$ cat src/hw/rtl/vizing_edge_colorer_assert.svh
// ----------------------------------------------------------------------------
// Vizing edge colorer assertion macros
// Concurrent check shorthands clocked on clk, quiet while rst_n is low.
// ----------------------------------------------------------------------------
`ifndef VIZING_EDGE_COLORER_ASSERT_SVH
`define VIZING_EDGE_COLORER_ASSERT_SVH

// Check that a property holds at every clock edge out of reset
`define VEC_ASSERT(lbl, prop, msg) \
    lbl: assert property (@(posedge clk) disable iff (!rst_n) prop) else $error(msg);

// Check that a condition is never seen out of reset
`define VEC_ASSERT_NEVER(lbl, expr, msg) \
    lbl: assert property (@(posedge clk) disable iff (!rst_n) !(expr)) else $error(msg);

`endif

$ cat src/hw/rtl/vec_pkg.sv
// ----------------------------------------------------------------------------
// Vizing edge colorer package
// Shared defaults, action codes and status codes.
// ----------------------------------------------------------------------------
`default_nettype none

package vec_pkg;

    // Default vertex count
    localparam int DEF_MAX_VERTICES = 64;

    // Default shape of the generic RAM
    localparam int DEF_RAM_WIDTH = 8;
    localparam int DEF_RAM_DEPTH = 64;

    // Fixed field widths
    localparam int VERTEX_W = 7;
    localparam int ACTION_W = 2;
    localparam int STATUS_W = 2;

    // Action codes
    localparam logic [ACTION_W-1:0] ACT_INSERT = 2'd0;
    localparam logic [ACTION_W-1:0] ACT_READ   = 2'd1;
    localparam logic [ACTION_W-1:0] ACT_CLEAR  = 2'd2;
    localparam logic [ACTION_W-1:0] ACT_SPARE  = 2'd3;

    // Status codes
    localparam logic [STATUS_W-1:0] STAT_DONE   = 2'd0;
    localparam logic [STATUS_W-1:0] STAT_REPEAT = 2'd1;
    localparam logic [STATUS_W-1:0] STAT_REJECT = 2'd2;

endpackage

`default_nettype wire

$ cat src/hw/rtl/vec_ram.sv
// ----------------------------------------------------------------------------
// Generic RAM
// One write port and one read port with registered read data.
// ----------------------------------------------------------------------------
`default_nettype none

module vec_ram #(
    parameter int WIDTH = vec_pkg::DEF_RAM_WIDTH,
    parameter int DEPTH = vec_pkg::DEF_RAM_DEPTH
) (
    input  wire logic                     clk,
    input  wire logic                     we,
    input  wire logic [$clog2(DEPTH)-1:0] waddr,
    input  wire logic [WIDTH-1:0]         wdata,
    input  wire logic [$clog2(DEPTH)-1:0] raddr,
    output logic      [WIDTH-1:0]         rdata
);

    logic [WIDTH-1:0] mem [DEPTH];

    // Write, then register the read word
    always_ff @(posedge clk)
    begin
        if (we)
        begin
            mem[waddr] <= wdata;
        end
        rdata <= mem[raddr];
    end

endmodule

`default_nettype wire

$ cat config.mk
export PLATFORM = sky130hd
export DESIGN_NAME = vec_ram
export DESIGN_NICKNAME = d
export VERILOG_FILES = /design/src/hw/rtl/vizing_edge_colorer_assert.svh /design/src/hw/rtl/vec_pkg.sv /design/src/hw/rtl/vec_ram.sv
export SDC_FILE = /design/constraint.sdc
export NUM_CORES = 1
export LEC_CHECK = 0
export ABC_AREA = 0
export BUFFER_PORTS_ARGS = -buffer_cell sky130_fd_sc_hd__buf_2
export CORE_AREA = 2 2 183 230
export DETAILED_ROUTE_END_ITERATION = 10
export DIE_AREA = 0 0 185 232
export GPL_TIMING_DRIVEN = 0
export PLACE_DENSITY = 0.78
export RECOVER_POWER = 50
export SLEW_MARGIN = 20
export SYNTH_ARGS = -nofsm -noshare
export SYNTH_HDL_FRONTEND = slang
export SYNTH_SLANG_ARGS = --single-unit
export TNS_END_PERCENT = 20
$ cat constraint.sdc
create_clock -name clk -period 2.2 [get_ports clk]
set_clock_uncertainty 0.15 [all_clocks]
set_input_delay 0.55 -clock clk [delete_from_list [all_inputs] [get_ports clk]]
set_output_delay 0.55 -clock clk [all_outputs]
set_load 0.01 [all_outputs]
-- Word-level counts from Yosys, hierarchy flattened
Memories as Yosys holds them, arrays and structs flattened. A register that Yosys moved wholly into a read port is not among the register bits.
Cells that the tools add are included.
- muxes and demuxes: 2
- operators by type and width (operator ; number):
    1-bit 2-to-1 mux ; 2
- register bits after elaboration: 0
- bits in writable memories: 512
- input port bits: 22
- output and inout bits: 8
- word-level logic and storage cells: 3
- memories kept: 1
- memory list (name ; depth ; bits a word ; read ports ; clocked after memory_dff ; wr ports ; line ; text):
    mem ; 64 ; 8 ; 1 ; 1 ; 1 ; vec_ram.sv:19 ; logic [WIDTH-1:0] mem [DEPTH];

-- Logic depth before layout (Yosys ltp)
Gate-level depths: netlist of the first run.
- word-level depth: 2
- depth in mapped cells: 9
- mapped depth without buffers: 5

-- Worst setup path before layout of the first run
OpenSTA, ideal clock, no wires.
- path type: input -> register
- start: in raddr[1]
- end: reg rdata[3], read port of mem
- setup time: 0.128 ns
- arrival: 2.090 ns
- required time: 1.922 ns
- path slack: -0.168 ns
- stages on the path: 7
- path buffers: 3
- cells stage by stage: buf_4 > buf_2 > buf_2 > mux4_2 > mux4_2 > o21ai_1 > o41ai_1
- RTL lines (element ; line ; text):
    from (decl) ; vec_ram.sv:15 ; input wire logic [$clog2(DEPTH)-1:0] raddr,
    to (decl) ; vec_ram.sv:16 ; output logic [WIDTH-1:0] rdata

-- Worst setup path in the final report of the first run
- start: in waddr[1]
- end: mem mem[2][0] (netlist name), enable pin
- RTL lines (element ; line ; text):
    from (decl) ; vec_ram.sv:13 ; input wire logic [$clog2(DEPTH)-1:0] waddr,
    to (decl) ; vec_ram.sv:19 ;
No word-level cell before the write port.

==> results.sh, run 1 <==
export IMPL_outcome="complete, but fails checks"
export IMPL_violations="setup timing"
export IMPL_grt_first_pass_wirelength_um=68300
export IMPL_grt_overflow=0
export IMPL_path_max_fanout=10
export IMPL_core_area_sq_um=40700
export IMPL_rows=83
export IMPL_portBuffers=21
export IMPL_timing_fmax_mhz=424
export IMPL_path_clk_slew_ps=70
export IMPL_critical_path_class="in -> reg"
export IMPL_p_sw_mw=4.21
export IMPL_async_reset_ff_frac=0
export IMPL_grt_max_degree=65
export IMPL_nNetsFinal=1030
export IMPL_ff_latch_area_sq_um=15500
export IMPL_grt_pass1_vias=10200
export IMPL_slew_violations=0
export IMPL_root_buffer="clkbuf_16"
export IMPL_seqPwrFrac=0.537
export IMPL_final_cells=1594
export IMPL_grt_usage=0.225
export IMPL_syn_inst=940
export IMPL_syn_nets=962
export IMPL_layout_commonest_cell="edfxtp_1"
export IMPL_num_vias=9909
export IMPL_cp_required_ps=2240
export IMPL_switching_share=0.206
export IMPL_worstSetupEndpointType="register"
export IMPL_finalCritPeriodShare=1.07
export IMPL_ctsHoldBuffers=0
export IMPL_netlist_area_sq_um=20200
export IMPL_drc_errors=0
export IMPL_cts_tree="yes"
export IMPL_min_path_cells=2
export IMPL_min_period_ps=2360
export IMPL_die_area_sq_um=42900
export IMPL_cts_made_buffers=46
export IMPL_num_antenna_cells=0
export IMPL_power_internal_mw=16.3
export IMPL_critPathMaxStageDelay_ps=660
export IMPL_start_util=0.495
export IMPL_start_kind="primary input"
export IMPL_gp_congestion=0.912
export IMPL_pwr_share_clk=0.407
export IMPL_final_cell_mix="512 x edfxtp_1, 126 x mux4_2, 49 x clkbuf_16"
export IMPL_fill_cells=2924
export IMPL_drt_wl_total_um=46700
export IMPL_first_pass_iters=6
export IMPL_setup_violations=300
export IMPL_worst_path_stages=4
export IMPL_wire_per_inst_um=29.3
export IMPL_multi_input_area_sq_um=4650
export IMPL_ys_seq_area_frac=0.770
export IMPL_io_pin_count=30
export IMPL_min_path_type="in -> reg"
export IMPL_cap_violations=0
export IMPL_max_slew_margin=0.0361
export IMPL_synth_edf_count=512
export IMPL_drtAntennaViolNets=0
export IMPL_ir_drop_mv=0.473
export IMPL_fp_dieH_um=232
export IMPL_cp_top_family="simple AND/OR/NAND/NOR gates"
export IMPL_synth_top_cell_area_share=0.762
export IMPL_p_per_area_nw_per_um2=892
export IMPL_hold_viol_final=0
export IMPL_ys_flop_type="edfxtp_1"
export IMPL_p_comb_frac=0.056
export IMPL_ys_warn_count=0
export IMPL_r2r_cells=5
export IMPL_cp_cell_sequence="clkbuf_1 > nor2b_1 > nand2_1 > nor2_2"
export IMPL_grt_antenna_before_repair=2
export IMPL_leakage_nw=7.06
export IMPL_worstMarginPinSlew_ps=1450
export IMPL_cp_num_buf_inv=1
export IMPL_ys_ff_latch=520
export IMPL_via_per_inst=6.22
export IMPL_setup_ws_ps=-160
export IMPL_die_w_um=185
export IMPL_drtIter0Drc=1131
export IMPL_syn_avg_cell_area_sq_um=21.5
export IMPL_clk_path_buf_depth=3
export IMPL_drive_above_1_share=0.331
export IMPL_crit_arrival_ps=2400
export IMPL_insertion_delay_ps=570
export IMPL_yosys_top_cells_area="edfxtp_1 76%, mux4_2 14%, nor2_1 1.5%, mux2i_1 1.1%, dfxtp_1 0.79%"
export IMPL_clock_sinks=520
export IMPL_placed_cells=1513
export IMPL_yosysTopAreaCell="edfxtp_1"
export IMPL_rsz0062_at_grt="yes"
export IMPL_slowest_stage="nor2_2"
export IMPL_syn2layout_area_growth_pct=13.9
export IMPL_dp_hpwl_um=28900
export IMPL_h_tree_depth=2
export IMPL_dp_slack_ps=-1290
export IMPL_yosysUniqueCellTypes=40
==> power by group through the flow <==
stage	registers (mW)	logic, mW	clock network [mW]
global placement	11.2	1.04	0
floorplan	11.2	0.593	0
global route	11.0	1.20	8.72
finish	11.0	1.15	8.34
detailed placement	11.2	1.06	0
CTS	11.0	1.12	8.41
==> layer usage <==
layer / share of wire / vias up / global-route usage / wire (um)
li1: - / 4054 / - / -
met3: 0.079 / 119 / 0.0402 / 3680
met5: 0.00028 / - / 0 / 13
met1: 0.36 / 5177 / 0.281 / 16600
met4: 0.053 / 2 / 0.118 / 2450
met2: 0.51 / 557 / 0.377 / 23900
==> path summary, 6_finish.rpt <==
kind                     to  slack, ps        from
setup reg to reg   rdata[6]        -30  mem[16][6]
hold / removal     rdata[3]        260    raddr[5]
setup / recovery  mem[2][0]       -160    waddr[1]
hold reg to reg    rdata[4]        780  mem[31][4]
==> through the flow <==
stage | instance area [sq um] | total power [mW] | hold slack [ps] | TNS, ps | util
after floorplan | 20200 | 11.8 | 499 | -346 | -
after global placement | 21000 | 12.2 | 747 | -300740 | 0.516
after detailed placement | 21000 | 12.3 | 762 | -334390 | 0.516
after CTS | 22800 | 20.5 | 210 | -11890 | 0.561
after global routing | 23000 | 20.9 | 248 | -22360 | 0.564
final | 23000 | 20.5 | 261 | -22550 | 0.564
==> repair_timing <==
| action | in CTS | in global routing |
|---|---|---|
| setup buffers | 0 | 0 |
| gates resized for setup | 86 | 33 |
| setup endpoints to repair | 376 | 376 |
==> final cells by class <==
| cell class | count | share of cell area |
|---|---|---|
| plain buffers | 50 | 0.0183 |
| clock buffers | 56 | 0.0545 |
| clock inverters | 26 | 0.0135 |
| multi-input cells | 369 | 0.202 |
| flip-flops and latches | 520 | 0.677 |
| well taps | 552 | 0.0301 |
| repair buffers | 21 | 0.00458 |
==> state kept, by name, summed over array words and instances (netlist names) <==
name   flops
rdata      8
mem      512
==> worst reg2reg max path, cell delays in order (launching register included) <==
cell      delay, ps
edfxtp_1        370
mux4_2          480
mux2_2          310
o221a_2         290
nor3_2          310
o32ai_1         180
==> kinds of logic after synthesis <==
logic type / synth area share
muxes: 0.159
AOI/OAI and AO/OA: 0.0207
and+or+nand+nor: 0.0339
DFF: 0.770
buffers and inverters: 0.0157
==> synth_stat cells (2+ instances only) <==
master / number
a2111oi_0: 2
a211oi_1: 4
a21oi_1: 3
a221oi_1: 6
a22oi_1: 3
buf_1: 4
buf_12: 2
buf_2: 11
buf_4: 13
buf_6: 4
clkbuf_1: 17
dfxtp_1: 8
edfxtp_1: 512
mux2_2: 13
mux2i_1: 23
mux4_2: 126
nand2_1: 19
nand2b_1: 7
nand3_1: 13
nand3b_1: 3
nand4_1: 2
nor2_1: 83
nor2b_1: 14
nor3_1: 7
nor4_1: 2
o2111ai_1: 3
o21a_1: 2
o21ai_0: 2
o21ai_1: 2
o221a_2: 2
o221ai_1: 8
o22ai_1: 8
o2bb2ai_1: 3
o32ai_1: 2
o41ai_1: 2
Power figures use the tool's default switching activity.
==> inputs of run 2 (changes only) <==
--- a/config.mk
+++ b/config.mk
@@ -13,6 +13,7 @@
 export GPL_TIMING_DRIVEN = 0
 export PLACE_DENSITY = 0.78
 export RECOVER_POWER = 50
+export REMOVE_ABC_BUFFERS = 1
 export SLEW_MARGIN = 20
 export SYNTH_ARGS = -nofsm -noshare
 export SYNTH_HDL_FRONTEND = slang
==> constraint.sdc (replaced) <==
create_clock -name clk -period 2.2 [get_ports clk]
set_clock_uncertainty 0.15 [all_clocks]
set_input_delay 0.55 -clock clk [delete_from_list [all_inputs] [get_ports clk]]
set_output_delay 0.55 -clock clk [all_outputs]
set_load 0.05 [all_outputs]
==> results.sh, run 2 (synthesized netlist as in run 1, its figures left out) <==
export IMPL_outcome="complete, but fails checks"
export IMPL_violations="setup timing"
export IMPL_critPathLaunch="waddr[1]"
export IMPL_drc_errors=0
export IMPL_nNetsFinal=1004
export IMPL_max_slew_margin=0.0904
export IMPL_power_internal_mw=16.4
export IMPL_rsz0062_at_grt="yes"
export IMPL_grt_antenna_before_repair=1
export IMPL_syn2layout_area_growth_pct=13.7
export IMPL_multi_input_area_sq_um=4490
export IMPL_worstMarginPinSlew_ps=1360
export IMPL_min_path_type="in -> reg"
export IMPL_timing_fmax_mhz=419
export IMPL_r2r_start="mem[15][1]"
export IMPL_start_util=0.495
export IMPL_layout_commonest_cell="edfxtp_1"
export IMPL_dp_hpwl_um=23500
export IMPL_cp_num_buf_inv=1
export IMPL_regMostFlops="mem"
export IMPL_drt_wl_total_um=44300
export IMPL_io_pin_count=30
export IMPL_cts_tree="yes"
export IMPL_ctsHoldBuffers=0
export IMPL_die_area_sq_um=42900
export IMPL_num_vias=9691
export IMPL_holdWs_ps=322
export IMPL_r2r_end="rdata[1]"
export IMPL_die_w_um=185
export IMPL_slew_violations=0
export IMPL_wire_per_inst_um=28.2
export IMPL_clk_path_buf_depth=3
export IMPL_first_pass_iters=5
export IMPL_min_period_ps=2380
export IMPL_p_per_area_nw_per_um2=900
export IMPL_cp_endpoint="mem[59][5]"
export IMPL_leakage_nw=7.13
export IMPL_critical_path_class="in -> reg"
export IMPL_path_clk_slew_ps=60
export IMPL_finalCritPeriodShare=1.08
export IMPL_p_sw_mw=4.24
export IMPL_largest_reg_flops=512
export IMPL_via_per_inst=6.16
export IMPL_cp_cell_sequence="buf_2 > nor2b_1 > nand3_1 > nor2_1"
export IMPL_clock_sinks=520
export IMPL_worstSetupEndpointType="register"
export IMPL_fp_dieH_um=232
export IMPL_setup_ws_ps=-184
export IMPL_p_comb_frac=0.057
export IMPL_setup_violations=151
export IMPL_largestRegisters="mem (512), rdata (8)"
export IMPL_hold_viol_final=0
export IMPL_cp_top_family="simple AND/OR/NAND/NOR gates"
export IMPL_grt_max_degree=65
export IMPL_drtAntennaViolNets=0
export IMPL_drive_above_1_share=0.281
export IMPL_grt_first_pass_wirelength_um=65800
export IMPL_ff_latch_area_sq_um=15500
export IMPL_root_buffer="clkbuf_16"
export IMPL_portBuffers=29
export IMPL_postLayoutCoreUtil=0.563
export IMPL_reg2reg_slack_ps=10
export IMPL_insertion_delay_ps=570
export IMPL_cp_required_ps=2220
export IMPL_start_kind="primary input"
export IMPL_drtIter0Drc=1332
export IMPL_rows=83
export IMPL_r2r_cells=5
export IMPL_cap_violations=0
export IMPL_pwr_share_clk=0.410
export IMPL_critPathMaxStageDelay_ps=940
export IMPL_grt_usage=0.214
export IMPL_crit_arrival_ps=2410
export IMPL_tns_ps=-8980
export IMPL_ir_drop_mv=0.741
export IMPL_cts_made_buffers=47
export IMPL_path_max_fanout=10
export IMPL_worst_path_stages=4
export IMPL_p_total_mw=20.6
export IMPL_switching_share=0.205
export IMPL_h_tree_depth=2
export IMPL_grt_overflow=0
export IMPL_final_cell_mix="512 x edfxtp_1, 126 x mux4_2, 68 x nor2_1"
export IMPL_gp_congestion=0.815
export IMPL_seqPwrFrac=0.533
export IMPL_fill_cells=2958
export IMPL_core_area_sq_um=40700
export IMPL_slowest_stage="nor2_1"
export IMPL_grt_pass1_vias=9859
run 2: changes by cell type in the layout (fill, tap and decap cells not counted), moves of 4 or more:
cell / change
buf_16: +7
buf_4: -9
buf_6: -7
bufbuf_16: +7
clkbuf_1: -10
clkbuf_2: -5
clkbuf_4: -4
nand3_1: +4
nor2_1: +40
nor2_2: -30
nor2_4: -10
run 2: worst min path at each step:
stage	from	endpoint	slack, ps	depth (start not counted)
final	raddr[5]	rdata[6]	320	3
after global routing	raddr[5]	rdata[6]	310	3
after CTS	raddr[5]	rdata[6]	300	3
after detailed placement	mem[30][6]	rdata[6]	680	3
after global placement	mem[30][6]	rdata[6]	660	3
after floorplan	wdata[0]	mem[0][0]	500	0
run 2: per-stage QoR:
| stage | setup WS (ps) | cells | instance area, sq um |
|---|---|---|---|
| 2_1_floorplan | 139 | 889 | 19900 |
| 3_3_place_gp | -4540 | 1470 | 20700 |
| 3_5_place_dp | -1470 | 1474 | 20800 |
| 4_1_cts | -92.4 | 1572 | 22800 |
| 5_1_grt | -189 | 1573 | 22900 |
| 6_report | -184 | 1573 | 22900 |
run 2: final cells by class:
type,count,share of cell area
multi-input cells,369,0.196
well taps,552,0.0301
clock buffers,58,0.0563
clock inverters,29,0.0137
flip-flops and latches,520,0.678
diodes,1,0.000109
repair buffers,44,0.0262
run 2: what timing repair did:
action,4_1_cts,5_1_grt
gates resized for setup,25,23
setup endpoints to repair,88,228
gates cloned,8,0
pin swaps,0,1
endpoints found under the hold margin,0,0
buffers inserted,3,0
run 2: per-layer routing:
layer	vias up	global-route usage	part of all wire
li1	4022	-	-
met5	-	0	0
met3	132	0.0378	0.093
met1	4967	0.282	0.36
met2	570	0.346	0.49
met4	0	0.108	0.056
run 2: power by group through the flow:
stage	registers (mW)	clock network [mW]	logic, mW
2_1_floorplan	11.3	0	0.425
3_3_place_gp	11.2	0	1.04
3_5_place_dp	11.2	0	1.04
4_1_cts	11.0	8.48	1.16
5_1_grt	11.0	8.88	1.24
6_report	11.0	8.46	1.18
run 2: worst min-delay path, cell delays in order:
cell	delay [ps]
buf_2	210
nand3_1	140
o32ai_1	80
